### config.mk
export PLATFORM = sky130hd
export DESIGN_NAME = trajectory_limit_checker_core
export DESIGN_NICKNAME = d
export VERILOG_FILES = /design/src/hdl/tlc_pkg.sv /design/src/hdl/tlc_seq.sv /design/src/hdl/trajectory_limit_checker_core.sv
export VERILOG_INCLUDE_DIRS = /design/src /design/src/hdl
export SDC_FILE = /design/constraint.sdc
export NUM_CORES = 2
export LEC_CHECK = 0
export BUFFER_PORTS_ARGS = -buffer_cell sky130_fd_sc_hd__buf_4
export CAP_MARGIN = 20
export CORE_AREA = 2 2 352 215
export CTS_CLUSTER_DIAMETER = 40
export DETAILED_ROUTE_END_ITERATION = 10
export DIE_AREA = 0 0 354 217
export PLACE_DENSITY = 0.66
export SLEW_MARGIN = 40
export SYNTH_ARGS = -nofsm -noshare
export SYNTH_HDL_FRONTEND = slang
export SYNTH_SLANG_ARGS = --single-unit
### constraint.sdc
create_clock -name clk_i -period 15.5 [get_ports clk_i]
set_input_delay 2.325 -clock clk_i [delete_from_list [all_inputs] [get_ports clk_i]]
set_output_delay 2.325 -clock clk_i [all_outputs]
set_load 0.05 [all_outputs]
### src/hdl/trajectory_limit_checker_core_macros.svh
// Assertion macros for the trajectory limit checker.
`ifndef TRAJECTORY_LIMIT_CHECKER_CORE_MACROS_SVH
`define TRAJECTORY_LIMIT_CHECKER_CORE_MACROS_SVH

`ifndef SYNTHESIS
// Implication or plain property, checked on every rising edge out of reset
`define TLC_ASSERT(lbl, prop, msg) \
  lbl: assert property (@(posedge clk_i) disable iff (!rst_ni) prop) else $error(msg);
// Condition that must never be seen
`define TLC_ASSERT_NEVER(lbl, cond, msg) \
  lbl: assert property (@(posedge clk_i) disable iff (!rst_ni) !(cond)) else $error(msg);
`else
`define TLC_ASSERT(lbl, prop, msg)
`define TLC_ASSERT_NEVER(lbl, cond, msg)
`endif

`endif

### src/hdl/tlc_pkg.sv
// Shared types, constants and microcode table of the trajectory limit checker.
package tlc_pkg;

  // Field widths
  localparam int unsigned AccelW = 16;
  localparam int unsigned TimeW  = 32;
  localparam int unsigned CfgIdxW = 3;
  localparam int unsigned CfgW   = 16;
  localparam int unsigned ReasonW = 3;

  // Shared multiplier operand and product widths
  localparam int unsigned MulAW = 33;
  localparam int unsigned MulBW = 18;
  localparam int unsigned MulPW = MulAW + MulBW;

  // Lateral limit is scaled by 2^22 to line up with speed^2 * curvature
  localparam int unsigned LatShift = 22;
  localparam int unsigned LatW     = 48;

  localparam logic [1:0] MinPoints = 2'd2;

  // Register indexes
  localparam logic [CfgIdxW-1:0] REG_LON_MIN = 3'd0;
  localparam logic [CfgIdxW-1:0] REG_LON_MAX = 3'd1;
  localparam logic [CfgIdxW-1:0] REG_LAT_LIM = 3'd2;
  localparam logic [CfgIdxW-1:0] REG_JERK_MIN = 3'd3;
  localparam logic [CfgIdxW-1:0] REG_JERK_MAX = 3'd4;

  // Register reset values
  localparam logic [CfgW-1:0] RST_LON_MIN  = 16'hFC00;
  localparam logic [CfgW-1:0] RST_LON_MAX  = 16'h0400;
  localparam logic [CfgW-1:0] RST_LAT_LIM  = 16'h0400;
  localparam logic [CfgW-1:0] RST_JERK_MIN = 16'hFC00;
  localparam logic [CfgW-1:0] RST_JERK_MAX = 16'h0400;

  // Failure reasons
  localparam logic [ReasonW-1:0] REASON_NONE  = 3'd0;
  localparam logic [ReasonW-1:0] REASON_ACCEL = 3'd1;
  localparam logic [ReasonW-1:0] REASON_LAT   = 3'd2;
  localparam logic [ReasonW-1:0] REASON_TIME  = 3'd3;
  localparam logic [ReasonW-1:0] REASON_JERK  = 3'd4;
  localparam logic [ReasonW-1:0] REASON_FEW   = 3'd5;

  typedef struct packed {
    logic signed [15:0] accel;
    logic [15:0]        speed;
    logic signed [15:0] curvature;
    logic [31:0]        time_ms;
    logic               last_point;
  } in_item_t;

  typedef struct packed {
    logic         still_valid;
    logic [2:0]   fail_reason;
    logic         verdict_final;
  } out_item_t;

  // Microprogram steps
  typedef enum logic [2:0] {
    STEP_IDLE,
    STEP_SQ,
    STEP_LAT,
    STEP_JMIN,
    STEP_JMAX,
    STEP_FIN
  } step_e;

  typedef enum logic [1:0] {
    MUL_SQ,
    MUL_LAT,
    MUL_JMIN,
    MUL_JMAX
  } mul_sel_e;

  // One control word
  typedef struct packed {
    step_e    step;      // current step, for the datapath
    mul_sel_e mul_sel;
    logic     mul_en;
    logic     cmp_lat;   // register lateral compare
    logic     cmp_jmin;  // register lower jerk compare
    logic     wait_in;   // hold here until an input transfer
    logic     wait_out;  // hold here until the output slot is free, then finish
    logic     skip_jerk; // jump to jmp when no jerk check is due
    step_e    nxt;
    step_e    jmp;
  } ctrl_t;

  // Conditions seen by the sequencer
  typedef struct packed {
    logic in_valid;
    logic out_free;
    logic no_jerk;
  } seq_cond_t;

  // Microcode ROM
  function automatic ctrl_t ucode(step_e s);
    ctrl_t w;
    w = '{step: s, mul_sel: MUL_SQ, mul_en: 1'b0, cmp_lat: 1'b0, cmp_jmin: 1'b0,
          wait_in: 1'b0, wait_out: 1'b0, skip_jerk: 1'b0, nxt: STEP_IDLE,
          jmp: STEP_IDLE};
    case (s)
      STEP_IDLE: begin
        w.wait_in = 1'b1;
        w.nxt     = STEP_SQ;
      end
      STEP_SQ: begin
        w.mul_sel = MUL_SQ;
        w.mul_en  = 1'b1;
        w.nxt     = STEP_LAT;
      end
      STEP_LAT: begin
        w.mul_sel = MUL_LAT;
        w.mul_en  = 1'b1;
        w.nxt     = STEP_JMIN;
      end
      STEP_JMIN: begin
        w.mul_sel   = MUL_JMIN;
        w.mul_en    = 1'b1;
        w.cmp_lat   = 1'b1;
        w.skip_jerk = 1'b1;
        w.nxt       = STEP_JMAX;
        w.jmp       = STEP_FIN;
      end
      STEP_JMAX: begin
        w.mul_sel  = MUL_JMAX;
        w.mul_en   = 1'b1;
        w.cmp_jmin = 1'b1;
        w.nxt      = STEP_FIN;
      end
      STEP_FIN: begin
        w.wait_out = 1'b1;
        w.nxt      = STEP_IDLE;
      end
      default: begin
        w.nxt = STEP_IDLE;
      end
    endcase
    return w;
  endfunction

endpackage

### src/hdl/tlc_seq.sv
// Microcode sequencer: step counter, control ROM lookup and conditional jumps.
module tlc_seq (
  input  logic               clk_i,
  input  logic               rst_ni,
  input  tlc_pkg::seq_cond_t cond_i,
  output tlc_pkg::ctrl_t     ctrl_o
);
  import tlc_pkg::*;

  step_e step_q, step_d;
  ctrl_t word;

  // Step register
  always_ff @(posedge clk_i or negedge rst_ni) begin
    if (!rst_ni) begin
      step_q <= STEP_IDLE;
    end else begin
      step_q <= step_d;
    end
  end

  // Fetch and next step
  always_comb begin
    word   = ucode(step_q);
    step_d = word.nxt;
    if (word.wait_in && !cond_i.in_valid) begin
      step_d = step_q;
    end else if (word.wait_out && !cond_i.out_free) begin
      step_d = step_q;
    end else if (word.skip_jerk && cond_i.no_jerk) begin
      step_d = word.jmp;
    end
  end

  assign ctrl_o = word;

endmodule

### src/hdl/trajectory_limit_checker_core.sv
// Top level of the trajectory limit checker: registers, datapath and output slot.
//
//  channel | signals                                   | direction
//  --------+-------------------------------------------+----------
//  in      | in_valid_i, in_ready_o, in_data_i         | point in
//  out     | out_valid_o, out_ready_i, out_data_o      | verdict out
//  cfg     | cfg_valid_i, cfg_ready_o, cfg_index_i/data | register write
//
// A point's result is loaded in the finishing step, after the square, lateral, lower jerk and
// upper jerk steps (upper jerk skipped when no jerk check is due: first point, time not
// increasing), and the next point can be taken in the cycle after that. The steps are set by one
// shared 33x18 multiplier that forms speed^2, the lateral product and both jerk bound products.
// Reset clears the limits to their defaults and the trajectory state to zero.
// The finishing step holds while the output register is full and not taken.
`include "trajectory_limit_checker_core_macros.svh"

module trajectory_limit_checker_core (
  input  logic                           clk_i,
  input  logic                           rst_ni,
  input  logic                           in_valid_i,
  output logic                           in_ready_o,
  input  tlc_pkg::in_item_t              in_data_i,
  output logic                           out_valid_o,
  input  logic                           out_ready_i,
  output tlc_pkg::out_item_t             out_data_o,
  input  logic                           cfg_valid_i,
  output logic                           cfg_ready_o,
  input  logic [tlc_pkg::CfgIdxW-1:0]    cfg_index_i,
  input  logic [tlc_pkg::CfgW-1:0]       cfg_data_i
);
  import tlc_pkg::*;

  // Limit registers
  logic signed [CfgW-1:0] lon_min_q, lon_max_q, jerk_min_q, jerk_max_q;
  logic [CfgW-1:0]        lat_lim_q;

  // Trajectory state
  logic signed [AccelW-1:0] prev_accel_q, prev_accel_d;
  logic [TimeW-1:0]         prev_time_q, prev_time_d;
  logic [1:0]               points_seen_q, points_seen_d;
  logic                     failed_q, failed_d;
  logic [ReasonW-1:0]       first_reason_q, first_reason_d;

  // Working registers
  in_item_t                 pt_q;
  logic signed [MulPW-1:0]  mul_q;
  logic                     lat_fail_q, jmin_fail_q;
  logic                     out_valid_q;
  out_item_t                out_q;

  ctrl_t      ctrl;
  seq_cond_t  cond;
  logic       in_xfer, out_free, fin;

  logic signed [MulAW-1:0]  op_a;
  logic signed [MulBW-1:0]  op_b;
  logic signed [MulPW-1:0]  product;
  logic [16:0]              kmag;
  logic [TimeW-1:0]         dt;
  logic signed [16:0]       da;
  logic signed [26:0]       da_ext, da1000;
  logic signed [MulPW-1:0]  da1000_w;
  logic [LatW-1:0]          lat_lim_w;
  logic                     few, accel_fail, time_up, need_jerk, jmax_fail, jerk_fail;
  logic [ReasonW-1:0]       reason;

  assign cfg_ready_o = 1'b1;
  assign in_ready_o  = ctrl.wait_in;
  assign in_xfer     = in_valid_i && in_ready_o;
  assign out_free    = !out_valid_q || out_ready_i;
  assign fin         = ctrl.wait_out && out_free;

  // Sequencer
  assign cond = '{in_valid: in_valid_i, out_free: out_free, no_jerk: !need_jerk};

  tlc_seq u_seq (
    .clk_i  (clk_i),
    .rst_ni (rst_ni),
    .cond_i (cond),
    .ctrl_o (ctrl)
  );

  // Limit register writes
  always_ff @(posedge clk_i or negedge rst_ni) begin
    if (!rst_ni) begin
      lon_min_q  <= RST_LON_MIN;
      lon_max_q  <= RST_LON_MAX;
      lat_lim_q  <= RST_LAT_LIM;
      jerk_min_q <= RST_JERK_MIN;
      jerk_max_q <= RST_JERK_MAX;
    end else if (cfg_valid_i) begin
      case (cfg_index_i)
        REG_LON_MIN:  lon_min_q  <= cfg_data_i;
        REG_LON_MAX:  lon_max_q  <= cfg_data_i;
        REG_LAT_LIM:  lat_lim_q  <= cfg_data_i;
        REG_JERK_MIN: jerk_min_q <= cfg_data_i;
        REG_JERK_MAX: jerk_max_q <= cfg_data_i;
        default: ;
      endcase
    end
  end

  // Derived operands
  assign kmag = pt_q.curvature[15] ? (17'd0 - {1'b1, pt_q.curvature})
                                   : {1'b0, pt_q.curvature};
  assign dt   = pt_q.time_ms - prev_time_q;
  assign da   = {pt_q.accel[15], pt_q.accel} - {prev_accel_q[15], prev_accel_q};
  // da * 1000 as 1024 - 16 - 8
  assign da_ext   = {{10{da[16]}}, da};
  assign da1000   = (da_ext <<< 10) - (da_ext <<< 4) - (da_ext <<< 3);
  assign da1000_w = {{(MulPW-27){da1000[26]}}, da1000};
  assign lat_lim_w = {{(LatW-CfgW-LatShift){1'b0}}, lat_lim_q, {LatShift{1'b0}}};

  // Shared multiplier operand selection
  always_comb begin
    case (ctrl.mul_sel)
      MUL_SQ: begin
        op_a = {17'd0, pt_q.speed};
        op_b = {2'b00, pt_q.speed};
      end
      MUL_LAT: begin
        op_a = {1'b0, mul_q[31:0]};
        op_b = {1'b0, kmag};
      end
      MUL_JMIN: begin
        op_a = {1'b0, dt};
        op_b = {{2{jerk_min_q[15]}}, jerk_min_q};
      end
      MUL_JMAX: begin
        op_a = {1'b0, dt};
        op_b = {{2{jerk_max_q[15]}}, jerk_max_q};
      end
      default: begin
        op_a = '0;
        op_b = '0;
      end
    endcase
  end

  assign product = op_a * op_b;

  // Point capture, product register and compare flags
  always_ff @(posedge clk_i) begin
    if (in_xfer) begin
      pt_q <= in_data_i;
    end
    if (ctrl.mul_en) begin
      mul_q <= product;
    end
    if (ctrl.cmp_lat) begin
      lat_fail_q <= mul_q[LatW-1:0] > lat_lim_w;
    end
    if (ctrl.cmp_jmin) begin
      jmin_fail_q <= da1000_w < mul_q;
    end
  end

  // Verdict of the finishing step
  always_comb begin
    few        = pt_q.last_point && (points_seen_q == 2'd0);
    accel_fail = (pt_q.accel < lon_min_q) || (pt_q.accel > lon_max_q);
    time_up    = pt_q.time_ms > prev_time_q;
    need_jerk  = (points_seen_q != 2'd0) && time_up;
    jmax_fail  = da1000_w > mul_q;
    jerk_fail  = need_jerk && (jmin_fail_q || jmax_fail);

    if (few) begin
      reason = REASON_FEW;
    end else if (accel_fail) begin
      reason = REASON_ACCEL;
    end else if (lat_fail_q) begin
      reason = REASON_LAT;
    end else if ((points_seen_q != 2'd0) && !time_up) begin
      reason = REASON_TIME;
    end else if (jerk_fail) begin
      reason = REASON_JERK;
    end else begin
      reason = REASON_NONE;
    end

    failed_d       = failed_q;
    first_reason_d = first_reason_q;
    if (!failed_q && (reason != REASON_NONE)) begin
      failed_d       = 1'b1;
      first_reason_d = reason;
    end

    prev_accel_d  = pt_q.accel;
    prev_time_d   = pt_q.time_ms;
    points_seen_d = (points_seen_q < MinPoints) ? points_seen_q + 2'd1 : points_seen_q;
  end

  // Trajectory state update
  always_ff @(posedge clk_i or negedge rst_ni) begin
    if (!rst_ni) begin
      prev_accel_q   <= '0;
      prev_time_q    <= '0;
      points_seen_q  <= '0;
      failed_q       <= 1'b0;
      first_reason_q <= REASON_NONE;
    end else if (fin) begin
      if (pt_q.last_point) begin
        prev_accel_q   <= '0;
        prev_time_q    <= '0;
        points_seen_q  <= '0;
        failed_q       <= 1'b0;
        first_reason_q <= REASON_NONE;
      end else begin
        prev_accel_q   <= prev_accel_d;
        prev_time_q    <= prev_time_d;
        points_seen_q  <= points_seen_d;
        failed_q       <= failed_d;
        first_reason_q <= first_reason_d;
      end
    end
  end

  // Output slot
  always_ff @(posedge clk_i or negedge rst_ni) begin
    if (!rst_ni) begin
      out_valid_q <= 1'b0;
    end else if (fin) begin
      out_valid_q <= 1'b1;
    end else if (out_ready_i) begin
      out_valid_q <= 1'b0;
    end
  end

  always_ff @(posedge clk_i) begin
    if (fin) begin
      out_q <= '{still_valid: !failed_d, fail_reason: first_reason_d,
                 verdict_final: pt_q.last_point};
    end
  end

  assign out_valid_o = out_valid_q;
  assign out_data_o  = out_q;

  // Checks
  `TLC_ASSERT(a_busy_after_xfer, in_valid_i && in_ready_o |=> !in_ready_o, "input taken while busy")
  `TLC_ASSERT(a_valid_no_reason, out_valid_o && out_data_o.still_valid |-> out_data_o.fail_reason == REASON_NONE, "reason without failure")
  `TLC_ASSERT_NEVER(a_points_sat, points_seen_q == 2'd3, "point count past saturation")

endmodule

==> After elaboration in Yosys (flattened, before gate mapping) <==
Cells that the tools add are included.
{ "word_totals": {"out_inout_bits": 8, "ram_bits": 0, "memories": 0, "latchBits": 0, "register_bits": 277, "word_cells": 113, "mem_bits_ro": 0} }
{ "classes": {"n_reduce_logical": 36, "n_mux": 26, "n_shift": 0, "n_mul": 1, "n_lt_le_gt_ge": 7, "n_addsub": 6, "n_eq_ne": 12, "div": 0, "bitwise_logic": 2} }
{ "op_table": {"columns": ["op", "n"], "rows": [
  ["33-bit case mux with 3 select lines", 1],
  ["18-bit case mux with 4 select lines", 1],
  ["27-bit by 51-bit > comparator with 1-bit output", 1],
  ["27-bit by 51-bit < comparator with 1-bit output", 1],
  ["33-bit by 18-bit multiplier with 51-bit output", 1],
  ["48-bit by 38-bit > comparator with 1-bit output", 1],
  ["32-bit > comparator", 1],
  ["32-bit 2-to-1 mux", 1],
  ["32-bit subtractor", 1],
  ["3-bit 2-to-1 mux", 9],
  ["27-bit by 20-bit subtractor with 27-bit output", 1],
  ["27-bit by 21-bit subtractor with 27-bit output", 1],
  ["17-bit 2-to-1 mux", 1],
  ["1-bit by 17-bit subtractor with 17-bit output (first input constant)", 1],
  ["16-bit by 16-bit subtractor with 17-bit output", 1],
  ["16-bit > comparator", 1],
  ["16-bit < comparator", 1],
  ["16-bit 2-to-1 mux", 1],
  ["3-bit case mux with 5 select lines", 1],
  ["2-bit AND reduction", 7],
  ["3-bit by 2-bit equality test with 1-bit output (second input constant)", 4],
  ["3-bit case mux with 4 select lines", 1],
  ["1-bit logical AND", 10],
  ["3-bit equality test (second input constant)", 3],
  ["15 further kinds", 38]
]} }

==> Depth between registers and ports, before layout <==
{ "logic_depth": {"ltp_word": 15, "mapped_depth": 35, "depth_no_buf": 34} }

==> By module <==
From an unflattened synthesis, not the netlist that was laid out.
{ "hier_totals": {"cells_unflattened": 3897, "hier_area_um2": 36022.0} }
{ "by_module_without_submodules": {"columns": ["mod", "seq_area_each_um2", "n_inst", "area_per_inst_um2", "cells_each"], "rows": [
  ["trajectory_limit_checker_core", 7571.0, 1, 35744.3, 3865],
  ["tlc_seq", 75.1, 1, 277.8, 32]
]} }

==> Worst setup path before layout <==
No wires, ideal clock.
{ "synth_path": {"path_type": "reg2reg", "from": "register prev_time_q[1]", "to": "register mul_q[45], data pin", "setup_slack_ps": 7232, "path_buffers": 1, "stages_incl_launch_ff": 32, "setup_time_ps": 264, "t_required_ps": 15236, "t_arrival_ps": 8004, "cell_sequence": "dfrtp_1 > inv_1 > ha_1 > nor2b_1 > o2111ai_1 > and3_1 > o21a_1 > or3_1 > a31oi_2 > a211o_1 > mux2i_1 > clkbuf_1 > o21ai_0 > fa_1 > inv_1 > fa_1 > inv_1 > fa_1 > inv_1 > fa_1 > inv_1 > fa_1 > inv_1 > fa_1 > ha_1 > and4_1 > nand2_1 > or4_1 > o21ai_1 > a41oi_1 > and2_1 > xnor2_1"} }
{ "synth_via": {"elab_chain_cells": 3} }
{ "synth_lines": {"columns": ["element", "line", "rtl"], "rows": [
  ["from (decl)", "trajectory_limit_checker_core.sv:39", "logic [TimeW-1:0] prev_time_q, prev_time_d;"],
  ["from (signal assigned)", "trajectory_limit_checker_core.sv:210", "prev_time_q <= prev_time_d;"],
  ["32-bit subtractor", "trajectory_limit_checker_core.sv:106", "assign dt = pt_q.time_ms - prev_time_q;"],
  ["33-bit case mux with 3 select lines", "trajectory_limit_checker_core.sv:116", "case (ctrl.mul_sel)"],
  ["33-bit by 18-bit multiplier with 51-bit output", "trajectory_limit_checker_core.sv:140", "assign product = op_a * op_b;"],
  ["net product[45]", "trajectory_limit_checker_core.sv:57", "logic signed [MulPW-1:0] product;"],
  ["to (signal assigned)", "trajectory_limit_checker_core.sv:148", "mul_q <= product;"],
  ["to (decl)", "trajectory_limit_checker_core.sv:46", "logic signed [MulPW-1:0] mul_q;"]
]} }
The timed path passes the listed nets, and every way through them passes these cells. The select of a mux whose other input is x is not followed.
A chain may end at the register's enable or synchronous reset.

==> Worst setup path after layout <==
{ "layout_path": {"from": "register u_seq.step_q[0]", "to": "register mul_q[49], data pin"} }
{ "layout_via": {"elab_chain_cells": 6} }
{ "layout_lines": {"columns": ["element", "line", "rtl"], "rows": [
  ["from (decl)", "tlc_seq.sv:10", "step_e step_q, step_d;"],
  ["from (signal assigned)", "tlc_seq.sv:18", "step_q <= step_d;"],
  ["3-bit equality test (tied with other cells)", "tlc_pkg.sv:102", "case (s)"],
  ["3-bit case mux with 4 select lines *", "tlc_pkg.sv:102", null],
  ["2-bit equality test", "trajectory_limit_checker_core.sv:116", null],
  ["2-bit OR reduction (no source line)", null, null],
  ["33-bit case mux with 3 select lines", "trajectory_limit_checker_core.sv:116", null],
  ["33-bit by 18-bit multiplier with 51-bit output *", "trajectory_limit_checker_core.sv:140", null],
  ["net product[49]", "trajectory_limit_checker_core.sv:57", null]
]} }
Mark *: on every way through the listed nets, which the timed path passes. The rest lies on a longest branch. The select of a mux whose other input is x is not followed.

==> results.txt <==
Post-Synth Simple-Gate Area = 14.5%
WP data required = 15.85 ns
Reg-to-Reg End = mul_q[49]$_DFFE_PP_
Final nets = 5,005
WL/cell = 24.4 um
Die H = 217 um
Mapped Nets = 4,929
first-pass GRT wire length = 191,000 um
Fin. Hold Viols = 0
# fillers = 6,785
Hold Crit Depth = 2
Final Cycle Share = 67.9%
HP Start = prev_accel_q[0]$_DFFE_PN0P_
Worst setup EP type = flop
Clk pin slew, worst setup/hold paths = 0.06 ns
vias in the first global route = 29.6k
hold_buf cts = 0
Clock Skews = 0.0367 ns
setup ws final = 4.98 ns
Post-Synth XOR/XNOR Area = 2.83%
reg-to-reg setup timing slack = 4.98 ns
Synth top area share = 26.8%
min Tclk post-route = 10.52 ns
area of placed instances = 0.0387 mm^2
EDFF count, synth = 139
worst-skew pair later-pin latency = 0.61 ns
Clock Sinks = 277
register area share after synthesis = 20.9%
Post-Synth Adder-Cell Area = 38.4%
post-synthesis compound-gate area fraction = 12.9%
Vias = 30.2k
Synth Cell Area = 0.0365 mm^2
ys async rst share = 49.8%
GRT Total Usage = 33.2%
I/O pin total = 113
worst hold margin = 0.491 ns
die area = 0.0768 mm^2
ratio of cells with drive above 1 in the final layout = 9.22%
H-tree Lvls = 2
final setup fails = 0
Resize count post-CTS = 0
yosys warns = 0
post-route cell area = 0.0402 mm^2
multiplexer area fraction after synthesis = 1.36%
Rel. slew slack = 34.3%
Peak Freq = 0.0951 GHz
CTS tree = yes
starting DRC count in detailed routing = 3,579
Max Root-Sink Buffers = 3
cell accounting for the most synthesized area = fa_1
Worst Path Arrival = 10.87 ns
Syn Inst Count = 3,999
most frequent cells in the layout = inv_1, fa_1, nand2_1
synth-to-layout area growth = 10.1%
Core Region = 0.0742 mm^2
WL final = 125,000 um
initial core utilization = 49.2%
initial antenna violation count = 2
CP Class = flop to flop
Hold Crit Endpoint = prev_accel_q[0]$_DFFE_PN0P_
commonest non-fill, non-tap cell in the layout = inv_1
GPL Wtd Cong = 1.03
Site Rows = 78
clk root buf = clkbuf_16
r2r worst-path depth = 27
Post CTS Setup Buffer Count = 0
grt total ovfl = 0
DP HPWL = 98,300 um
ys flop type = edfxtp_1
DRC violations left = 0
Netlist cell types = 87
combinational family with the most area after synthesis = adder cells
pre-CTS setup slack = 5.38 ns
min-delay worst type = flop to flop
flops & latches, synth = 277
worst slew pin tran = 0.979 ns
Routed Antenna Nets = 0
Slew Limit Fails = 0
Die X = 354 um
Post-Syn Area per Cell = 9.13 um^2
unrepaired setup endpoints after global routing = false
TritonRoute pass-1 iters = 6
post-route setup TNS = 0 ns
R2R Path Start = u_seq.step_q[0]$_DFFE_PN0P_
number of buffers added on ports = 111
Setup crit start kind = flop
largest net degree at the start of global routing = 73
top post-synthesis cells by area = fa_1, ha_1, edfxtp_1
outcome = finished clean
number of buffers created by CTS = 42
max cap viols = 0
vias per cell = 5.92
crit path max fanout = 24
## cell families (layout without fill, tap and decap cells)
logic type,Yosys count,count (layout)
adders and majority gates,826,826
AOI/OAI and AO/OA,734,734
and+or+nand+nor,1122,1122
buffers and inverters,877,987
DFF,277,277
xor gates and xnor gates,117,117
muxes,45,45
other,1,2
## worst max path at each step
stage	startpoint	end	cells after the start
floorplan	prev_time_q[1]$_DFFE_PN0P_	mul_q[45]$_DFFE_PP_	31
global placement	u_seq.step_q[0]$_DFFE_PN0P_	mul_q[50]$_DFFE_PP_	30
detailed placement	u_seq.step_q[0]$_DFFE_PN0P_	mul_q[49]$_DFFE_PP_	28
CTS	u_seq.step_q[0]$_DFFE_PN0P_	mul_q[49]$_DFFE_PP_	28
global route	u_seq.step_q[0]$_DFFE_PN0P_	mul_q[49]$_DFFE_PP_	30
finish	u_seq.step_q[0]$_DFFE_PN0P_	mul_q[49]$_DFFE_PP_	27
## final cells by class
class / instances / area [um^2] / area share, %
inverters: 721 / 2710 / 6.74
repair buffers: 188 / 1420 / 3.53
diodes: 1 / 2.50 / 0.00623
flip-flops and latches: 277 / 7650 / 19.0
clock buffers: 49 / 1130 / 2.81
well taps: 1000 / 1250 / 3.11
multi-input cells: 2845 / 25700 / 64.0
clock inverters: 29 / 314 / 0.781
## synthesized netlist by cell type, types with 18 or more instances
library cell / n
a21o_1: 79
a21oi_1: 147
a22oi_1: 19
a31oi_1: 22
and2_1: 59
and3_1: 37
buf_2: 19
clkbuf_1: 129
dfrtp_1: 123
edfxtp_1: 139
fa_1: 489
ha_1: 336
inv_1: 718
mux2_2: 37
nand2_1: 476
nand2b_1: 38
nand3_1: 64
nand3b_1: 49
nand4_1: 28
nor2_1: 215
nor2b_1: 31
nor3_1: 52
o211ai_1: 18
o21a_1: 36
o21ai_0: 228
xnor2_1: 74
xor2_1: 42
## metrics by stage
step	utilization, %	instances
after floorplan	-	3999
after global placement	52.0	5024
after detailed placement	52.2	5029
after CTS	54.1	5107
after global routing	54.2	5109
final	54.2	5110
## worst max-delay path, stage by stage (launching register included)
cell and delay (ns):
dfrtp_1 0.80, inv_1 0.26, nand2_1 0.33, clkinv_1 0.60, a22oi_2 0.32, buf_4 0.35, inv_1 0.10, a211o_1 0.28
buf_4 0.23, o21ai_1 0.42, nor2_1 0.13, fa_1 0.53, inv_1 0.07, fa_1 0.51, fa_1 0.62, inv_1 0.08
fa_1 0.50, fa_1 0.53, fa_1 0.49, ha_1 0.36, o21ai_0 0.56, nor2_1 0.14, a2111o_1 0.45, a21oi_1 0.47
o21ai_1 0.33, a311o_1 0.45, a21oi_1 0.13, and3b_1 0.18
## sequential cells by signal (all words and copies together), names as in the netlist
name	count
lat_fail_q	1
jmin_fail_q	1
points_seen_q	2
prev_time_d	32
prev_accel_q	16
lon_min_q	16
lat_lim_q	16
mul_q	51
out_data_o	5
pt_q	33
prev_accel_d	16
failed_q	1
prev_time_q	32
jerk_max_q	16
out_valid_o	1
lon_max_q	16
first_reason_q	3
u_seq.step_q	3
jerk_min_q	16
## routing by layer
layer,track usage (%),up-vias,part of all wire [%]
li1,-,13266,-
met1,52.0,14963,45
met2,41.4,1772,36
met3,13.1,224,15
met4,7.94,2,2.8
met5,0.938,-,0.079
Power is left out: the tool's default activity adds up to more than one toggle a clock period on the data nets, which glitch-free logic cannot reach.
